File: config.mk
export PLATFORM = sky130hd
export DESIGN_NAME = hex_length_frame_deframer
export DESIGN_NICKNAME = d
export VERILOG_FILES = /design/src/rtl/core/hlfd_pkg.sv /design/src/rtl/core/hex_length_frame_deframer.sv
export SDC_FILE = /design/constraint.sdc
export NUM_CORES = 1
export LEC_CHECK = 0
export BUFFER_PORTS_ARGS = -buffer_cell sky130_fd_sc_hd__clkbuf_2
export CORE_MARGIN = 4
export CORE_UTILIZATION = 58
export DETAILED_ROUTE_END_ITERATION = 10
export GPL_ROUTABILITY_DRIVEN = 0
export PLACE_DENSITY = 0.81
export SYNTH_ARGS = -nofsm -noshare
export SYNTH_HDL_FRONTEND = slang
export SYNTH_SLANG_ARGS = --single-unit
File: constraint.sdc
create_clock -name clk -period 2.6 [get_ports clk]
set_input_delay 0.39 -clock clk [delete_from_list [all_inputs] [get_ports clk]]
set_output_delay 0.39 -clock clk [all_outputs]
set_load 0.005 [all_outputs]
File: src/rtl/core/hlfd_pkg.sv
// ----------------------------------------------------------------------------
// hlfd_pkg
// Shared types, event codes and the hex digit decoder of the length-prefixed
// frame deframer.
// ----------------------------------------------------------------------------
`default_nettype none

package hlfd_pkg;

	localparam int BYTE_W   = 8;
	localparam int LENGTH_W = 16;
	localparam int NIBBLE_W = 4;
	localparam int EVENT_W  = 2;

	typedef logic [BYTE_W-1:0]   byte_t;
	typedef logic [LENGTH_W-1:0] length_t;
	typedef logic [NIBBLE_W-1:0] nibble_t;
	typedef logic [EVENT_W-1:0]  event_kind_t;

	// Event codes carried on event_kind.
	localparam event_kind_t EV_PAYLOAD = 2'd0;
	localparam event_kind_t EV_EMPTY   = 2'd1;
	localparam event_kind_t EV_CORRUPT = 2'd2;

	// Result of decoding one header byte.
	typedef struct packed {
		logic    bad;
		nibble_t value;
	} hex_digit_t;

	// Decode an ASCII hex digit; a non-hex byte flags bad and reads as zero.
	function automatic hex_digit_t hex_decode(input byte_t b);
		hex_digit_t d;
		d.bad   = 1'b0;
		d.value = '0;
		if (b >= 8'h30 && b <= 8'h39) begin
			d.value = NIBBLE_W'(b - 8'h30);
		end else if (b >= 8'h61 && b <= 8'h66) begin
			d.value = NIBBLE_W'(b - 8'h57);
		end else if (b >= 8'h41 && b <= 8'h46) begin
			d.value = NIBBLE_W'(b - 8'h37);
		end else begin
			d.bad = 1'b1;
		end
		return d;
	endfunction

endpackage

`default_nettype wire

File: src/rtl/core/hex_length_frame_deframer.sv
// ----------------------------------------------------------------------------
// hex_length_frame_deframer
// Byte-serial deframer for frames prefixed by an ASCII hex length header.
// ----------------------------------------------------------------------------
//
//  Channel  | Handshake           | Payload                               | Dir
//  ---------+---------------------+---------------------------------------+----
//  input    | in_valid / in_stall | data_byte, chunk_end                  | in
//  result   | out_valid/out_stall | payload_byte, frame_last, event_kind  | out
//  config   | cfg_wr_en           | cfg_wr_data (framing_enable)          | in
//
//  One item per cycle sustained while out_stall is low. An accepted byte
//  lands in the input register, is decoded against the parser state in one
//  pass, and its result (if any) is written to the output register when that
//  register is free; out_valid then rises.
//  arst_n clears the parser to "expecting header" with framing off.
//  A stalled result holds the output register; the input register then
//  holds its byte, and in_stall rises only while both are full.
//
`default_nettype none

module hex_length_frame_deframer #(
	parameter int HEADER_DIGITS = 4
) (
	input  wire logic                     clk,
	input  wire logic                     arst_n,
	// input channel
	input  wire logic                     in_valid,
	output      logic                     in_stall,
	input  wire hlfd_pkg::byte_t          data_byte,
	input  wire logic                     chunk_end,
	// result channel
	output      logic                     out_valid,
	input  wire logic                     out_stall,
	output      hlfd_pkg::byte_t          payload_byte,
	output      logic                     frame_last,
	output      hlfd_pkg::event_kind_t    event_kind,
	// configuration
	input  wire logic                     cfg_wr_en,
	input  wire logic                     cfg_wr_data
);

	// Header digit counter only has to reach HEADER_DIGITS-1.
	localparam int DIGIT_W = (HEADER_DIGITS > 1) ? $clog2(HEADER_DIGITS) : 1;
	localparam logic [DIGIT_W-1:0] LAST_DIGIT = DIGIT_W'(HEADER_DIGITS - 1);

	// Input register
	logic            valid_s1;
	hlfd_pkg::byte_t byte_s1;
	logic            cend_s1;

	// Parser state
	logic                 framing_q;
	logic                 expect_header_q;
	logic [DIGIT_W-1:0]   digits_q;
	hlfd_pkg::length_t    accum_q;
	logic                 invalid_q;
	hlfd_pkg::length_t    remaining_q;

	// Output register
	logic                  out_valid_q;
	hlfd_pkg::byte_t       out_byte_q;
	logic                  out_last_q;
	hlfd_pkg::event_kind_t out_kind_q;

	// Next-state and result of the byte in the input register
	logic                  advance;
	logic                  accept;
	hlfd_pkg::hex_digit_t  digit;
	hlfd_pkg::length_t     accum_shift;
	logic                  invalid_new;
	logic                  emit_c;
	hlfd_pkg::byte_t       res_byte_c;
	logic                  res_last_c;
	hlfd_pkg::event_kind_t res_kind_c;
	logic                  expect_header_d;
	logic [DIGIT_W-1:0]    digits_d;
	hlfd_pkg::length_t     accum_d;
	logic                  invalid_d;
	hlfd_pkg::length_t     remaining_d;

	// Output register frees up when empty or being taken this edge.
	assign advance  = !out_valid_q || !out_stall;
	assign in_stall = valid_s1 && !advance;
	assign accept   = in_valid && !in_stall;

	assign digit       = hlfd_pkg::hex_decode(byte_s1);
	assign accum_shift = {accum_q[hlfd_pkg::LENGTH_W-hlfd_pkg::NIBBLE_W-1:0], digit.value};
	assign invalid_new = invalid_q | digit.bad;

	always_comb begin
		expect_header_d = expect_header_q;
		digits_d        = digits_q;
		accum_d         = accum_q;
		invalid_d       = invalid_q;
		remaining_d     = remaining_q;
		emit_c          = 1'b0;
		res_byte_c      = '0;
		res_last_c      = 1'b0;
		res_kind_c      = hlfd_pkg::EV_PAYLOAD;

		if (!framing_q) begin
			// Unframed: pass the byte, chunk end marks the last one.
			emit_c     = 1'b1;
			res_byte_c = byte_s1;
			res_last_c = cend_s1;
		end else if (expect_header_q) begin
			if (digits_q != LAST_DIGIT) begin
				// Header still collecting: advance count, no result.
				digits_d  = digits_q + DIGIT_W'(1);
				accum_d   = accum_shift;
				invalid_d = invalid_new;
			end else begin
				// Header complete: drop it in every case.
				digits_d  = '0;
				accum_d   = '0;
				invalid_d = 1'b0;
				if (invalid_new) begin
					emit_c     = 1'b1;
					res_kind_c = hlfd_pkg::EV_CORRUPT;
				end else if (accum_shift == '0) begin
					emit_c     = 1'b1;
					res_kind_c = hlfd_pkg::EV_EMPTY;
				end else begin
					remaining_d     = accum_shift;
					expect_header_d = 1'b0;
				end
			end
		end else begin
			emit_c     = 1'b1;
			res_byte_c = byte_s1;
			if (remaining_q <= hlfd_pkg::LENGTH_W'(1)) begin
				// Final payload byte: go back to header parsing.
				res_last_c      = 1'b1;
				remaining_d     = '0;
				expect_header_d = 1'b1;
				digits_d        = '0;
				accum_d         = '0;
				invalid_d       = 1'b0;
			end else begin
				remaining_d = remaining_q - hlfd_pkg::LENGTH_W'(1);
			end
		end
	end

	// Input register
	always_ff @(posedge clk or negedge arst_n) begin
		if (!arst_n) begin
			valid_s1 <= 1'b0;
		end else if (accept) begin
			valid_s1 <= 1'b1;
		end else if (advance) begin
			valid_s1 <= 1'b0;
		end
	end

	always_ff @(posedge clk) begin
		if (accept) begin
			byte_s1 <= data_byte;
			cend_s1 <= chunk_end;
		end
	end

	// Parser state; the user must write configuration only while the block is idle; the block does not enforce it.
	always_ff @(posedge clk or negedge arst_n) begin
		if (!arst_n) begin
			framing_q       <= 1'b0;
			expect_header_q <= 1'b1;
			digits_q        <= '0;
			accum_q         <= '0;
			invalid_q       <= 1'b0;
			remaining_q     <= '0;
		end else if (cfg_wr_en) begin
			// Abandon a payload in progress; keep any partial header.
			if (framing_q && !expect_header_q) begin
				expect_header_q <= 1'b1;
				remaining_q     <= '0;
			end
			framing_q <= cfg_wr_data;
		end else if (valid_s1 && advance) begin
			expect_header_q <= expect_header_d;
			digits_q        <= digits_d;
			accum_q         <= accum_d;
			invalid_q       <= invalid_d;
			remaining_q     <= remaining_d;
		end
	end

	// Output register
	always_ff @(posedge clk or negedge arst_n) begin
		if (!arst_n) begin
			out_valid_q <= 1'b0;
		end else if (valid_s1 && advance) begin
			out_valid_q <= emit_c;
		end else if (!out_stall) begin
			out_valid_q <= 1'b0;
		end
	end

	always_ff @(posedge clk) begin
		if (valid_s1 && advance) begin
			out_byte_q <= res_byte_c;
			out_last_q <= res_last_c;
			out_kind_q <= res_kind_c;
		end
	end

	assign out_valid    = out_valid_q;
	assign payload_byte = out_byte_q;
	assign frame_last   = out_last_q;
	assign event_kind   = out_kind_q;

endmodule

`default_nettype wire
==> impl_metrics.py <==
metrics = {
    "clocking": {
        "cts-root-buf": "clkbuf_8",
        "cts_made_buffers": 5,
        "post_cts_buffers": 0,
        "clock-sinks": 55,
        "cts_tree": "yes",
        "cts_resized": 0,
        "cts.clk_slew.worst_paths_ns": 0.10,
        "hold_buffers": 0,
        "clk_latency_ns": 0.31,
        "htreeDepth": 2,
        "cts_buffer_depth": 2,
    },
    "drt": {
        "viasPerCell": 6.06,
        "drt_iter0_markers": 245,
        "post-route-drc-count": 0,
        "first_pass_iters": 5,
        "drt-total-wl_um": 6070,
        "vias": 2297,
        "routedWlPerCell_um": 16.0,
        "postRouteAntennaNets": 0,
    },
    "power": {
        "finalPower_mw": 2.53,
        "powerDensity_nw_per_um2": 792,
        "p_leak_nw": 1.32,
        "ir_drop_uv": 446,
    },
    "sta": {
        "fmax_mhz": 416,
        "timing.setup.tns_ns": 0,
        "finalWorstPathRequiredPeriod_ns": 2.41,
        "tightest_slew_ns": 0.850,
        "rsz0062_at_grt": "no",
        "skew_ns": 0.0135,
        "drv_slew": 0,
        "hold_viol": 0,
        "slew-limit-headroom": 0.433,
        "fin_crit_sh": 0.926,
        "setup_viol": 0,
    },
    "global_routing": {
        "antenna_found_initial": 0,
        "grt_overflow": 0,
        "grt_pass1_wl_um": 10400,
        "grt_pass1_vias": 2164,
        "grt_use_total": 0.216,
        "grt_start_max_net_pins": 36,
    },
    "yosys": {
        "ys_top_cells_by_count": "dfrtp_1, o21ai_1, nand2_1",
        "synth-async-reset-ratio": 0.636,
        "synthTopCellsByArea": "dfrtp_1, edfxtp_1, o21ai_1",
        "synth_edf_count": 20,
        "yosys.area.top_type": "dfrtp_1",
        "syn-cell-area_sq_um": 2850,
        "yosysUniqueCellTypes": 61,
        "avgSynthCellArea_sq_um": 10.3,
        "synth-seq-area-share": 0.518,
        "netlist_instances": 276,
        "synthFlopType": "dfrtp_1",
        "netlist.area_leader.share": 0.298,
        "synth-seq-cells": 55,
        "synth_fp_nets": 297,
        "synth.most_common_cell": "dfrtp_1",
        "ys_warn_count": 0,
    },
    "setup_path": {
        "setup.worst_path.end_class": "flip-flop",
        "cp_max_fo": 31,
        "cp.arrival_ns": 2.65,
        "path_class": "flip-flop to flip-flop",
        "start_kind": "flip-flop",
        "cp.required_ns": 2.84,
    },
    "floorplanning": {
        "initial_core_util": 0.600,
        "ios": 28,
        "core_area_sq_um": 4750,
        "die_y_um": 78.1,
        "dieWidth_um": 78.1,
        "die_area_sq_um": 6100,
        "rows": 25,
    },
    "layout": {
        "finish.utilization": 0.672,
        "drive_gt1_frac": 0.208,
        "fin_nets": 332,
        "num_antenna_cells": 0,
        "syn_to_final_growth_pct": 12.0,
    },
    "place": {
        "port_buffers": 27,
        "dp.final_hpwl_um": 4480,
    },
    "run_status": {
        "outcome": "complete, no violations",
    },
    "worst_hold_path": {
        "hold_path.class": "input port to async pin",
    },
    "flow_run": {
        "cap_violations": 0,
    },
}
-- per-layer routing --
layer / routed length [um] / track usage / share of wire / vias to the layer above
met3: 360 / 0.0344 / 0.059 / 12
met4: 122 / 0.0734 / 0.020 / 0
li1: - / - / - / 1095
met5: 0 / 0 / 0 / -
met1: 2790 / 0.309 / 0.46 / 1092
met2: 2800 / 0.338 / 0.46 / 98
-- cell usage in the layout (no fill, tap or decap), drive strengths merged, types with 2 or more instances in the layout --
cell / instances
dfrtp: 34
o21ai: 34
clkbuf: 33
nand2: 29
edfxtp: 20
nor2: 19
a21oi: 18
buf: 12
inv: 11
nor3: 9
and2: 8
nor4: 7
ha: 6
nand3: 5
nor2b: 5
a32oi: 5
a31oi: 5
o22ai: 4
a22oi: 4
o41ai: 3
a21o: 3
nand2b: 3
o31ai: 3
and3: 3
a22o: 2
nor3b: 2
mux2i: 2
o21a: 2
a211oi: 2
clkinv: 2
-- state kept, by name, indices dropped and copies added, names as in the netlist, 2 cells and up --
register and count:
payload_byte 8, event_kind 2, digits_q 2, accum_q 12, byte_s1 8, remaining_q 16
-- power breakdown --
part / switching, mW / internal, mW
registers: 0.144 / 1.06
logic: 0.515 / 0.344
clock network: 0.279 / 0.191
-- path summary, 6_finish.rpt --
kind | from | endpoint | slack, ns | cells after the start
worst min-delay path | arst_n | remaining_q[4]$_DFFE_PN0P_ | 0.17 | 1
worst max-delay path | byte_s1[0]$_DFFE_PP_ | remaining_q[0]$_DFFE_PN0P_ | 0.19 | 9
min in group clk | chunk_end | cend_s1$_DFFE_PP_ | 0.25 | 1
max in group asynchronous | arst_n | accum_q[1]$_DFFE_PN0P_ | 1.90 | 1
worst min register to register | digits_q[1]$_DFFE_PN0P_ | digits_q[1]$_DFFE_PN0P_ | 0.50 | 2
worst max register to register | byte_s1[0]$_DFFE_PP_ | remaining_q[0]$_DFFE_PN0P_ | 0.19 | 9
-- area by class of cell --
class,instances,area (sq um)
Multi-Input combinational cell,199,1270
Clock inverter,2,13.8
Fill cell,369,1560
Tap cell,67,83.8
Timing Repair Buffer,39,238
Inverter,11,41.3
Clock buffer,6,72.6
Sequential cell,55,1480
-- cell families after synthesis --
family                     share of synthesized area
DFF                                            0.518
adders and majority gates                     0.0263
muxes                                        0.00702
and+or+nand+nor                                0.185
buffers and inverters                         0.0377
AOI/OAI and AO/OA                              0.226
-- critical path, stage by stage, from the launching register on --
cell	delay (ns)
edfxtp_1	0.53
inv_1	0.13
ha_1	0.21
nor3b_1	0.25
buf_4	0.19
nor3_2	0.05
a211oi_2	0.31
a31o_4	0.42
nor2_1	0.12
a21oi_1	0.13
-- stage by stage --
stage / hold slack (ns) / std cells / cell area (sq um) / setup WS, ns
after detailed placement: 0.486 / 371 / 3110 / 0.249
final: 0.166 / 379 / 3190 / 0.193
after global routing: 0.229 / 379 / 3190 / 0.00464
after global placement: 0.475 / 371 / 3110 / 0.338
after floorplan: 0.0944 / 276 / 2850 / 0.429
after CTS: 0.200 / 379 / 3190 / 0.237
No activity file was read; power rests on OpenSTA's default activity.
